`config.mk`:
```
export PLATFORM = sky130hd
export DESIGN_NAME = byte_stack_alu_top
export DESIGN_NICKNAME = d
export VERILOG_FILES = /design/src/rtl/core/bsa_pkg.sv /design/src/rtl/core/bsa_alu.sv /design/src/rtl/core/byte_stack_alu_top.sv
export SDC_FILE = /design/constraint.sdc
export NUM_CORES = 2
export LEC_CHECK = 0
export ABC_AREA = 1
export BUFFER_PORTS_ARGS = -buffer_cell sky130_fd_sc_hd__buf_2
export CAP_MARGIN = 30
export CELL_PAD_IN_SITES_DETAIL_PLACEMENT = 1
export CELL_PAD_IN_SITES_GLOBAL_PLACEMENT = 2
export CORE_MARGIN = 2
export CORE_UTILIZATION = 43
export CTS_CLUSTER_SIZE = 8
export DETAILED_ROUTE_END_ITERATION = 6
export PLACE_DENSITY_LB_ADDON = 0.12
export SKIP_LAST_GASP = 1
export SYNTH_ARGS = -nofsm -noshare
export SYNTH_HDL_FRONTEND = slang
export SYNTH_SLANG_ARGS = --single-unit
```
`constraint.sdc`:
```
create_clock -name i_clk -period 9.3 [get_ports i_clk]
set_input_delay 1.395 -clock i_clk [delete_from_list [all_inputs] [get_ports i_clk]]
set_output_delay 1.395 -clock i_clk [all_outputs]
set_load 0.05 [all_outputs]
```
`src/rtl/core/bsa_pkg.sv`:
```
// Shared types, codes and helpers for the byte stack ALU.
// No dependencies; used by bsa_alu and byte_stack_alu_top.
`default_nettype none

package bsa_pkg;

    // Default stack capacity in bytes.
    localparam int STACK_BYTES_DEF = 256;

    // Function codes of a request.
    localparam logic [3:0] FN_PUSH = 4'd0;
    localparam logic [3:0] FN_ADD  = 4'd1;
    localparam logic [3:0] FN_SUB  = 4'd2;
    localparam logic [3:0] FN_MUL  = 4'd3;
    localparam logic [3:0] FN_DIV  = 4'd4;
    localparam logic [3:0] FN_SWAP = 4'd5;
    localparam logic [3:0] FN_DUP  = 4'd6;
    localparam logic [3:0] FN_INC  = 4'd7;
    localparam logic [3:0] FN_DEC  = 4'd8;
    localparam logic [3:0] FN_CMP  = 4'd9;
    localparam logic [3:0] FN_NOT  = 4'd10;
    localparam logic [3:0] FN_DROP = 4'd11;

    // Status codes of a result.
    localparam logic [1:0] STS_OK    = 2'd0;
    localparam logic [1:0] STS_OVER  = 2'd1;
    localparam logic [1:0] STS_UNDER = 2'd2;
    localparam logic [1:0] STS_DIVZ  = 2'd3;

    // Operations of the shared arithmetic unit.
    typedef enum logic [2:0] {
        ALU_ADD = 3'd0,
        ALU_SUB = 3'd1,
        ALU_MUL = 3'd2,
        ALU_DIV = 3'd3,
        ALU_INC = 3'd4,
        ALU_DEC = 3'd5,
        ALU_CMP = 3'd6
    } t_alu_op;

    typedef struct packed {
        logic    start;
        t_alu_op op;
    } t_alu_req;

    typedef struct packed {
        logic        done;
        logic [63:0] result;
    } t_alu_rsp;

    // Mask of the operand width selected by a width code.
    function automatic logic [63:0] width_mask(input logic [1:0] code);
        logic [63:0] m;
        unique case (code)
            2'd0: m = 64'h0000_0000_0000_00FF;
            2'd1: m = 64'h0000_0000_0000_FFFF;
            2'd2: m = 64'h0000_0000_FFFF_FFFF;
            default: m = 64'hFFFF_FFFF_FFFF_FFFF;
        endcase
        return m;
    endfunction

endpackage

`default_nettype wire

```
`src/rtl/core/bsa_alu.sv`:
```
// Shared iterative arithmetic unit: one 66-bit adder used for add, sub,
// inc, dec, compare, shift-add multiply and restoring divide. Uses bsa_pkg.
`default_nettype none

module bsa_alu (
    input  wire logic              i_clk,
    input  wire logic              i_rst_n,
    input  wire bsa_pkg::t_alu_req i_req,
    input  wire logic [63:0]       i_a,
    input  wire logic [63:0]       i_b,
    output bsa_pkg::t_alu_rsp      o_rsp
);

    localparam logic [5:0] LAST_MULTI = 6'd63;

    bsa_pkg::t_alu_op r_op;
    logic             r_busy;
    logic             r_done;
    logic [5:0]       r_cnt;
    logic [64:0]      r_x;
    logic [63:0]      r_a;
    logic [63:0]      r_b;
    logic [63:0]      r_d;
    logic [63:0]      r_res;

    logic [65:0] ad_x;
    logic [65:0] ad_y;
    logic        ad_sub;
    logic [65:0] sum;
    logic [64:0] div_sh;
    logic        qbit;
    logic [63:0] n_res;

    assign div_sh = {r_x[63:0], r_b[63]};

    // Operand selection for the single adder.
    always_comb begin
        ad_x   = {2'b00, r_a};
        ad_y   = {2'b00, r_d};
        ad_sub = 1'b0;
        unique case (r_op)
            bsa_pkg::ALU_ADD: ad_sub = 1'b0;
            bsa_pkg::ALU_SUB: ad_sub = 1'b1;
            bsa_pkg::ALU_INC: ad_y = 66'd1;
            bsa_pkg::ALU_DEC: begin
                ad_y   = 66'd1;
                ad_sub = 1'b1;
            end
            bsa_pkg::ALU_CMP: ad_sub = 1'b1;
            bsa_pkg::ALU_MUL: begin
                ad_x = {1'b0, r_x};
                ad_y = {2'b00, r_a};
            end
            bsa_pkg::ALU_DIV: begin
                ad_x   = {1'b0, div_sh};
                ad_y   = {2'b00, r_d};
                ad_sub = 1'b1;
            end
            default: ad_sub = 1'b0;
        endcase
    end

    assign sum  = ad_x + (ad_sub ? ~ad_y : ad_y) + {65'd0, ad_sub};
    assign qbit = ~sum[65];

    // Result of the final step.
    always_comb begin
        unique case (r_op)
            bsa_pkg::ALU_MUL: n_res = r_b[0] ? sum[63:0] : r_x[63:0];
            bsa_pkg::ALU_DIV: n_res = {r_b[62:0], qbit};
            bsa_pkg::ALU_CMP: begin
                if (sum[65]) begin
                    n_res = 64'h0000_0000_0000_00FF;
                end else if (sum[64:0] == 65'd0) begin
                    n_res = 64'd0;
                end else begin
                    n_res = 64'd1;
                end
            end
            default: n_res = sum[63:0];
        endcase
    end

    // Sequencer of the unit.
    always_ff @(posedge i_clk) begin
        if (!i_rst_n) begin
            r_busy <= 1'b0;
            r_done <= 1'b0;
            r_cnt  <= 6'd0;
            r_op   <= bsa_pkg::ALU_ADD;
        end else begin
            r_done <= 1'b0;
            if (i_req.start) begin
                r_op   <= i_req.op;
                r_busy <= 1'b1;
                r_a    <= i_a;
                r_d    <= i_b;
                r_b    <= (i_req.op == bsa_pkg::ALU_DIV) ? i_a : i_b;
                r_x    <= 65'd0;
                r_cnt  <= (i_req.op == bsa_pkg::ALU_MUL || i_req.op == bsa_pkg::ALU_DIV)
                          ? LAST_MULTI : 6'd0;
            end else if (r_busy) begin
                if (r_op == bsa_pkg::ALU_MUL) begin
                    if (r_b[0]) begin
                        r_x <= sum[64:0];
                    end
                    r_a <= {r_a[62:0], 1'b0};
                    r_b <= {1'b0, r_b[63:1]};
                end else if (r_op == bsa_pkg::ALU_DIV) begin
                    r_x <= qbit ? sum[64:0] : div_sh;
                    r_b <= {r_b[62:0], qbit};
                end
                if (r_cnt == 6'd0) begin
                    r_busy <= 1'b0;
                    r_done <= 1'b1;
                    r_res  <= n_res;
                end else begin
                    r_cnt <= r_cnt - 6'd1;
                end
            end
        end
    end

    assign o_rsp.done   = r_done;
    assign o_rsp.result = r_res;

endmodule

`default_nettype wire

```
`src/rtl/core/byte_stack_alu_top.sv`:
```
// Top level of the byte stack ALU: stack memory, sequencer and output register.
// Depends on bsa_pkg and bsa_alu.
//
//  Channel   Direction  Handshake                  Payload
//  request   in         i_in_valid / o_in_stall    i_func, i_width_code, i_literal
//  result    out        o_out_valid / i_out_stall  o_status, o_value_out, o_depth
//
// A request runs through the read, operate, write and finish states from one acceptance
// to the next; the stack memory moves one byte per cycle in the read and write states,
// so their length follows the bytes read and written; add, sub, inc, dec and compare
// also wait for the arithmetic unit between the operate and write states.
// Multiply and divide wait longer there, as the bit-serial arithmetic unit steps bit by bit.
// Errors found on the stack pointer alone go straight to the finish state.
// Reset clears the stack pointer, state and output valid; no clearing pass runs over the memory.
// A result waits in the output register under stall; the next request is taken meanwhile.
`default_nettype none

module byte_stack_alu_top #(
    parameter int STACK_BYTES = bsa_pkg::STACK_BYTES_DEF
) (
    input  wire logic        i_clk,
    input  wire logic        i_rst_n,
    input  wire logic        i_in_valid,
    output logic             o_in_stall,
    input  wire logic [3:0]  i_func,
    input  wire logic [1:0]  i_width_code,
    input  wire logic [63:0] i_literal,
    output logic             o_out_valid,
    input  wire logic        i_out_stall,
    output logic [1:0]       o_status,
    output logic [63:0]      o_value_out,
    output logic [7:0]       o_depth
);

    localparam int SPW = $clog2(STACK_BYTES);
    localparam logic [SPW:0] CAP = (SPW + 1)'(STACK_BYTES);

    typedef enum logic [5:0] {
        ST_IDLE  = 6'b000001,
        ST_READ  = 6'b000010,
        ST_OPER  = 6'b000100,
        ST_WAIT  = 6'b001000,
        ST_WRITE = 6'b010000,
        ST_FIN   = 6'b100000
    } t_state;

    t_state           r_state;
    logic [SPW-1:0]   r_sp;
    logic [SPW-1:0]   r_new_sp;
    logic [3:0]       r_func;
    logic [1:0]       r_wcode;
    logic [3:0]       r_w;
    logic [4:0]       r_cnt;
    logic [4:0]       r_nread;
    logic [4:0]       r_nwrite;
    logic [SPW-1:0]   r_rbase_t;
    logic [SPW-1:0]   r_rbase_b;
    logic [SPW-1:0]   r_wbase;
    logic [63:0]      r_top;
    logic [63:0]      r_bel;
    logic [63:0]      r_wlo;
    logic [63:0]      r_whi;
    logic [63:0]      r_val;
    logic [1:0]       r_status;
    logic             r_rd_pend;
    logic [4:0]       r_rd_idx;
    logic [7:0]       r_rd_data;
    logic             r_o_valid;
    logic [1:0]       r_o_status;
    logic [63:0]      r_o_value;
    logic [SPW-1:0]   r_o_sp;

    logic [7:0]       mem [STACK_BYTES];

    logic [3:0]       acc_w;
    logic [SPW:0]     sp_x;
    logic [SPW:0]     w_x;
    logic [SPW:0]     w2_x;
    logic             rd_issue;
    logic [4:0]       rd_off;
    logic [SPW-1:0]   rd_addr;
    logic             wr_en;
    logic [4:0]       wr_off;
    logic [SPW-1:0]   wr_addr;
    logic [7:0]       wr_data;
    logic [4:0]       pl_off;
    logic [63:0]      mask;
    logic [SPW+7:0]   depth_x;
    bsa_pkg::t_alu_req alu_req;
    bsa_pkg::t_alu_rsp alu_rsp;

    // Width of the request in bytes; NOT always works on one byte.
    assign acc_w = (i_func == bsa_pkg::FN_NOT) ? 4'd1 : (4'd1 << i_width_code);
    assign sp_x  = {1'b0, r_sp};
    assign w_x   = (SPW + 1)'(acc_w);
    assign w2_x  = (SPW + 1)'({acc_w, 1'b0});
    assign mask  = (r_func == bsa_pkg::FN_NOT) ? bsa_pkg::width_mask(2'd0)
                                                : bsa_pkg::width_mask(r_wcode);

    // Read address: top item bytes first, then the item below.
    assign rd_issue = (r_state == ST_READ) && (r_cnt < r_nread);
    assign rd_off   = r_cnt - {1'b0, r_w};
    assign rd_addr  = (r_cnt < {1'b0, r_w}) ? r_rbase_t + SPW'(r_cnt)
                                             : r_rbase_b + SPW'(rd_off);

    // Write address and data byte.
    assign wr_en   = (r_state == ST_WRITE) && (r_cnt < r_nwrite);
    assign wr_off  = r_cnt - {1'b0, r_w};
    assign wr_addr = r_wbase + SPW'(r_cnt);
    assign wr_data = (r_cnt < {1'b0, r_w}) ? r_wlo[8*r_cnt[2:0] +: 8]
                                            : r_whi[8*wr_off[2:0] +: 8];

    assign pl_off = r_rd_idx - {1'b0, r_w};

    // Stack memory: one write and one registered read per cycle.
    always_ff @(posedge i_clk) begin
        if (wr_en) begin
            mem[wr_addr] <= wr_data;
        end
        r_rd_data <= mem[rd_addr];
    end

    // Arithmetic start request.
    always_comb begin
        alu_req.start = 1'b0;
        alu_req.op    = bsa_pkg::ALU_ADD;
        if (r_state == ST_OPER) begin
            unique case (r_func)
                bsa_pkg::FN_ADD: begin
                    alu_req.start = 1'b1;
                    alu_req.op    = bsa_pkg::ALU_ADD;
                end
                bsa_pkg::FN_SUB: begin
                    alu_req.start = 1'b1;
                    alu_req.op    = bsa_pkg::ALU_SUB;
                end
                bsa_pkg::FN_MUL: begin
                    alu_req.start = 1'b1;
                    alu_req.op    = bsa_pkg::ALU_MUL;
                end
                bsa_pkg::FN_DIV: begin
                    alu_req.start = (r_bel != 64'd0);
                    alu_req.op    = bsa_pkg::ALU_DIV;
                end
                bsa_pkg::FN_INC: begin
                    alu_req.start = 1'b1;
                    alu_req.op    = bsa_pkg::ALU_INC;
                end
                bsa_pkg::FN_DEC: begin
                    alu_req.start = 1'b1;
                    alu_req.op    = bsa_pkg::ALU_DEC;
                end
                bsa_pkg::FN_CMP: begin
                    alu_req.start = 1'b1;
                    alu_req.op    = bsa_pkg::ALU_CMP;
                end
                default: alu_req.start = 1'b0;
            endcase
        end
    end

    bsa_alu u_alu (
        .i_clk   (i_clk),
        .i_rst_n (i_rst_n),
        .i_req   (alu_req),
        .i_a     (r_top),
        .i_b     (r_bel),
        .o_rsp   (alu_rsp)
    );

    // Sequencer.
    always_ff @(posedge i_clk) begin
        if (!i_rst_n) begin
            r_state   <= ST_IDLE;
            r_sp      <= '0;
            r_rd_pend <= 1'b0;
            r_o_valid <= 1'b0;
        end else begin
            r_rd_pend <= rd_issue;
            r_rd_idx  <= r_cnt;
            if (r_o_valid && !i_out_stall) begin
                r_o_valid <= 1'b0;
            end

            // Place a returned byte into the top or the lower item.
            if (r_rd_pend) begin
                if (r_rd_idx < {1'b0, r_w}) begin
                    r_top[8*r_rd_idx[2:0] +: 8] <= r_rd_data;
                end else begin
                    r_bel[8*pl_off[2:0] +: 8] <= r_rd_data;
                end
            end

            unique case (r_state)
                ST_IDLE: begin
                    if (i_in_valid) begin
                        r_func    <= i_func;
                        r_wcode   <= i_width_code;
                        r_w       <= acc_w;
                        r_cnt     <= 5'd0;
                        r_top     <= 64'd0;
                        r_bel     <= 64'd0;
                        r_whi     <= 64'd0;
                        r_val     <= 64'd0;
                        r_status  <= bsa_pkg::STS_OK;
                        r_new_sp  <= r_sp;
                        r_nread   <= 5'd0;
                        r_nwrite  <= 5'd0;
                        r_rbase_t <= r_sp - SPW'(acc_w);
                        r_rbase_b <= r_sp - SPW'({acc_w, 1'b0});
                        r_wbase   <= r_sp;
                        r_state   <= ST_READ;
                        unique case (i_func)
                            bsa_pkg::FN_PUSH: begin
                                if (sp_x + w_x >= CAP) begin
                                    r_status <= bsa_pkg::STS_OVER;
                                    r_state  <= ST_FIN;
                                end else begin
                                    r_wlo    <= i_literal & bsa_pkg::width_mask(i_width_code);
                                    r_val    <= i_literal & bsa_pkg::width_mask(i_width_code);
                                    r_nwrite <= {1'b0, acc_w};
                                    r_new_sp <= r_sp + SPW'(acc_w);
                                end
                            end
                            bsa_pkg::FN_ADD, bsa_pkg::FN_SUB, bsa_pkg::FN_MUL,
                            bsa_pkg::FN_DIV: begin
                                if (sp_x < w2_x) begin
                                    r_status <= bsa_pkg::STS_UNDER;
                                    r_state  <= ST_FIN;
                                end else begin
                                    r_nread  <= {acc_w, 1'b0};
                                    r_nwrite <= {1'b0, acc_w};
                                    r_wbase  <= r_sp - SPW'({acc_w, 1'b0});
                                    r_new_sp <= r_sp - SPW'(acc_w);
                                end
                            end
                            bsa_pkg::FN_SWAP: begin
                                if (sp_x < w2_x) begin
                                    r_status <= bsa_pkg::STS_UNDER;
                                    r_state  <= ST_FIN;
                                end else begin
                                    r_nread  <= {acc_w, 1'b0};
                                    r_nwrite <= {acc_w, 1'b0};
                                    r_wbase  <= r_sp - SPW'({acc_w, 1'b0});
                                end
                            end
                            bsa_pkg::FN_DUP: begin
                                if (sp_x < w_x) begin
                                    r_status <= bsa_pkg::STS_UNDER;
                                    r_state  <= ST_FIN;
                                end else if (sp_x + w_x >= CAP) begin
                                    r_status <= bsa_pkg::STS_OVER;
                                    r_state  <= ST_FIN;
                                end else begin
                                    r_nread  <= {1'b0, acc_w};
                                    r_nwrite <= {1'b0, acc_w};
                                    r_new_sp <= r_sp + SPW'(acc_w);
                                end
                            end
                            bsa_pkg::FN_INC, bsa_pkg::FN_DEC, bsa_pkg::FN_NOT: begin
                                if (sp_x < w_x) begin
                                    r_status <= bsa_pkg::STS_UNDER;
                                    r_state  <= ST_FIN;
                                end else begin
                                    r_nread  <= {1'b0, acc_w};
                                    r_nwrite <= {1'b0, acc_w};
                                    r_wbase  <= r_sp - SPW'(acc_w);
                                end
                            end
                            bsa_pkg::FN_CMP: begin
                                if (sp_x < w2_x) begin
                                    r_status <= bsa_pkg::STS_UNDER;
                                    r_state  <= ST_FIN;
                                end else begin
                                    r_nread  <= {acc_w, 1'b0};
                                    r_nwrite <= 5'd1;
                                    r_wbase  <= r_sp - SPW'(acc_w);
                                    r_new_sp <= r_sp - SPW'(acc_w) + SPW'(1);
                                end
                            end
                            bsa_pkg::FN_DROP: begin
                                if (sp_x < w_x) begin
                                    r_status <= bsa_pkg::STS_UNDER;
                                    r_state  <= ST_FIN;
                                end else begin
                                    r_nread  <= {1'b0, acc_w};
                                    r_new_sp <= r_sp - SPW'(acc_w);
                                end
                            end
                            default: r_state <= ST_FIN;
                        endcase
                    end
                end
                ST_READ: begin
                    if (rd_issue) begin
                        r_cnt <= r_cnt + 5'd1;
                    end else begin
                        r_state <= ST_OPER;
                    end
                end
                ST_OPER: begin
                    r_cnt <= 5'd0;
                    if (alu_req.start) begin
                        r_state <= ST_WAIT;
                    end else if (r_func == bsa_pkg::FN_DIV) begin
                        r_status <= bsa_pkg::STS_DIVZ;
                        r_new_sp <= r_sp;
                        r_state  <= ST_FIN;
                    end else begin
                        r_state <= ST_WRITE;
                        unique case (r_func)
                            bsa_pkg::FN_SWAP: begin
                                r_wlo <= r_top;
                                r_whi <= r_bel;
                                r_val <= r_bel;
                            end
                            bsa_pkg::FN_NOT: begin
                                r_wlo <= (r_top == 64'd0) ? 64'd1 : 64'd0;
                                r_val <= (r_top == 64'd0) ? 64'd1 : 64'd0;
                            end
                            bsa_pkg::FN_DUP, bsa_pkg::FN_DROP: begin
                                r_wlo <= r_top;
                                r_val <= r_top;
                            end
                            default: r_wlo <= r_wlo;
                        endcase
                    end
                end
                ST_WAIT: begin
                    if (alu_rsp.done) begin
                        r_wlo   <= alu_rsp.result & mask;
                        r_val   <= alu_rsp.result & mask;
                        r_state <= ST_WRITE;
                    end
                end
                ST_WRITE: begin
                    if (wr_en) begin
                        r_cnt <= r_cnt + 5'd1;
                    end else begin
                        r_state <= ST_FIN;
                    end
                end
                ST_FIN: begin
                    if (!r_o_valid || !i_out_stall) begin
                        r_o_valid  <= 1'b1;
                        r_o_status <= r_status;
                        r_o_value  <= (r_status == bsa_pkg::STS_OK) ? r_val : 64'd0;
                        r_o_sp     <= r_new_sp;
                        r_sp       <= r_new_sp;
                        r_state    <= ST_IDLE;
                    end
                end
                default: r_state <= ST_IDLE;
            endcase
        end
    end

    assign depth_x     = {8'd0, r_o_sp};
    assign o_in_stall  = (r_state != ST_IDLE);
    assign o_out_valid = r_o_valid;
    assign o_status    = r_o_status;
    assign o_value_out = r_o_value;
    assign o_depth     = depth_x[7:0];

    // The stack pointer always stays below the capacity.
    a_sp_range: assert property (@(posedge i_clk) disable iff (!i_rst_n)
        sp_x < CAP)
        else $error("stack pointer reached capacity");

    // The memory is written only in the write phase of a request.
    a_wr_phase: assert property (@(posedge i_clk) disable iff (!i_rst_n)
        wr_en |-> (r_state == ST_WRITE) && (r_status == bsa_pkg::STS_OK))
        else $error("stack write outside the write phase");

    // A failed request leaves the stack pointer as it was.
    a_err_sp: assert property (@(posedge i_clk) disable iff (!i_rst_n)
        (r_state == ST_FIN) && (r_status != bsa_pkg::STS_OK) |-> (r_new_sp == r_sp))
        else $error("error changed the stack pointer");

    // The arithmetic unit reports completion only while it is awaited.
    a_alu_done: assert property (@(posedge i_clk) disable iff (!i_rst_n)
        alu_rsp.done |-> (r_state == ST_WAIT))
        else $error("arithmetic completion outside wait state");

endmodule

`default_nettype wire
```
==> impl_metrics.yaml <==
flow_run:
  drv_cap: 0
run_status:
  status: "finished, final reports clean"
worst_setup_path:
  cp.required_ps: 9930
  arrival_ps: 7270
  cp-end-kind: "flip-flop"
  startpoint_type: "flip-flop"
  rrSetupSlack_ps: 2670
  ff2ff_path_depth: 27
  worstSetupPathType: "flip-flop to flip-flop"
  crit_fanout: 64
  reg2reg_to: "u_alu.r_res[0]"
  rr_startpoint: "u_alu.r_op[2]"
logic_synthesis:
  yosysSeqAreaShare: 0.660
  synth_area_leaders: "edfxtp_1, o21ai_0, nor2_1"
  synth_top_flop_cell: "edfxtp_1"
  synth.avg_cell_area_sq_um: 11.1
  async_reset_ff_frac: 0
  ys_ff_latch: 2862
  synth_cell_type_count: 61
  syn_nets: 11800
  synth.largest_area_cell: "edfxtp_1"
  synth_warnings: 0
  synth_edf_count: 2827
  synthCells: 11600
  synth_top_area_share: 0.655
  synthesis.area_sq_um: 130000
placement:
  pre_cts_slack_ps: 2780
  gp_congestion: 0.946
  portBuffers: 149
  hpwlAfterDp_microns: 322000
min_path:
  min-delay-path-class: "flip-flop to flip-flop"
  whs_path_depth: 0
  holdPathEnd: "o_status[1]"
  hp-start: "r_status[1]"
power:
  total_power_w: 0.0576
  power_density_nw_per_um2: 397
  peakVddDrop_uv: 555
  power_leakage_nw: 49.8
layout:
  area.growth.synth_to_final_pct: 11.9
  final_core_util: 0.484
  fin_nets: 11800
  drive_above_1_share: 0.0872
  fillers: 31300
detailed_routing:
  vias_per_cell: 6.15
  post_drt_wl_per_cell_microns: 31.4
  firstDrtPassIters: 6
  totalWireLength_microns: 491000
  first_iter_violations: 9604
  num_vias: 96200
  drc_errors: 0
  detail-route-antenna-nets: 0
global_routing:
  grt_antenna_before_repair: 18
  overflow: 0
  grt_max_degree: 196
  grt_pass1_wl_microns: 705000
  grtUsageTotal: 0.314
  first_global_vias: 98500
die:
  die_x_microns: 553
  fp.dieArea_sq_um: 306000
  rows: 201
  die_h_microns: 553
  ios: 150
  start_util: 0.432
  fp.coreArea_sq_um: 300000
sta:
  rsz0062_at_grt: "false"
  setup_slack_ps: 2670
  setup_violations: 0
  hold_viol: 0
  worst_pin_slew_ps: 1130
  drv_slew: 0
  finalCritPeriodShare: 0.713
  slew_headroom: 0.238
  fin_hold_ws_ps: 441
  clock_skew_ps: 90.0
  fin_crit_ps: 6630
  fmax_ghz: 0.151
  fin_setup_tns_ps: 0
clocking:
  cts_resized: 0
  cts_hold_buf: 0
  htreeDepth: 5
  cts_root_buffer: "clkbuf_16"
  cts.sinks: 2862
  clk_pin_slew_ps: 50
  clk_path_buf_depth: 4
  numCtsBuffers: 396
  post_cts_buffers: 0
  clk_latency_ps: 980
  cts_tree: "done"
[cells in the mapped netlist (all sizes together) (7+ instances only)]
cell type and n:
nor4 19, or2 137, nand4 55, nand3 478, dfxtp 35, a21oi 319
edfxtp 2827, nand2 934, o31ai 12, o22ai 421, a32o 7, nand3b 16
a211oi 56, a21o 18, o311ai 60, o21a 8, xnor2 17, fa 9
a22oi 57, o2111ai 9, nor2 1839, o21ai 1606, buf 167, ha 115
a21boi 9, o211ai 472, nor3 67, inv 873, o21bai 51, o221ai 150
o32ai 24, a32oi 15, mux2 8, a221oi 29, a31oi 7, clkbuf 588
xor2 99
[how the worst max path moves through the flow]
stage / cells after the start / from / slack, ps / end
6_report: 27 / u_alu.r_op[2] / 2670 / u_alu.r_res[0]
4_1_cts: 27 / u_alu.r_op[2] / 2750 / u_alu.r_res[0]
3_3_place_gp: 26 / u_alu.r_op[2] / 2840 / u_alu.r_res[62]
2_1_floorplan: 5 / i_in_valid / 600 / r_wlo[0]
3_5_place_dp: 26 / u_alu.r_op[2] / 2780 / u_alu.r_res[62]
5_1_grt: 27 / u_alu.r_op[2] / 2290 / u_alu.r_res[0]
[placed cells by master (no fill, tap or decap), types with 150 or more instances in the layout]
master / netlist / routed
a21oi_1: 319 / 319
o211ai_1: 470 / 470
nand3_1: 474 / 473
o21ai_0: 1534 / 1532
edfxtp_1: 2827 / 2827
inv_1: 853 / 846
clkbuf_16: 0 / 399
o22ai_1: 411 / 410
nand2_1: 923 / 904
nor2_1: 1838 / 1829
o221ai_1: 150 / 150
buf_2: 102 / 152
[flip-flops by register name (all words and copies together), names as in the netlist, 6 cells and up]
register,count
mem,2048
u_alu.r_x,65
o_value_out,64
r_bel,64
r_top,64
r_val,64
r_whi,64
r_wlo,64
u_alu.r_a,64
u_alu.r_b,64
u_alu.r_d,64
u_alu.r_res,64
o_depth,8
r_new_sp,8
r_rbase_b,8
r_rbase_t,8
r_rd_data,8
r_sp,8
r_wbase,8
r_state,6
u_alu.r_cnt,6
[report_power, final]
part	switching [W]	internal [W]
combinational	0.0198	0.00591
clock	0.00543	0.00761
sequential	0.000501	0.0183
total	0.0258	0.0319
[cell type report]
cell class / count / area (sq um) / share of cell area
Clock buffer: 452 / 10200 / 0.0702
Inverter: 877 / 3330 / 0.0230
Timing Repair Buffer: 327 / 2560 / 0.0176
Sequential cell: 2862 / 85600 / 0.590
Antenna cell: 3 / 7.51 / 0.0000517
Tap cell: 3958 / 4950 / 0.0341
Clock inverter: 25 / 449 / 0.00310
Multi-Input combinational cell: 7135 / 38000 / 0.262
[worst max-delay path: stages (launching register included)]
cell	delay, ps
dfxtp_1	410
inv_2	100
nand3_2	100
buf_4	720
nand2_2	780
inv_2	520
nand2_1	120
nand2_2	110
nand2_2	100
nand2_1	80
inv_2	60
fa_1	520
nand3_1	140
nand3_1	200
nand3_1	130
nand3_1	250
nand3_1	250
nand3_1	240
nand3_1	160
nand2_1	70
xnor2_1	450
nand2_1	100
nor2_1	240
nand3_1	120
nor2_1	120
nand2_1	90
nand2_1	60
nand2_1	40
[kinds of logic after synthesis]
group,Yosys count,synth area share
compound gates,3335,0.156
buf+inv,1632,0.0489
mux,8,0.000695
fa+ha+maj,124,0.0125
xor+xnor,116,0.00790
simple gates,3552,0.113
flops,2862,0.660
[per-stage QoR]
| stage | area (sq um) | cells |
|---|---|---|
| 2_1_floorplan | 130000 | 11600 |
| 3_3_place_gp | 134000 | 15100 |
| 3_5_place_dp | 134000 | 15200 |
| 4_1_cts | 145000 | 15600 |
| 5_1_grt | 145000 | 15600 |
| 6_report | 145000 | 15600 |
[metal layers]
layer / vias to the layer above / global-route usage / part of all wire
li1: 42200 / - / -
met1: 49400 / 0.391 / 0.39
met2: 3596 / 0.528 / 0.49
met3: 1009 / 0.0478 / 0.062
met4: 8 / 0.163 / 0.060
met5: - / 0 / 0.00011
No activity file was read; power rests on OpenSTA's default activity.
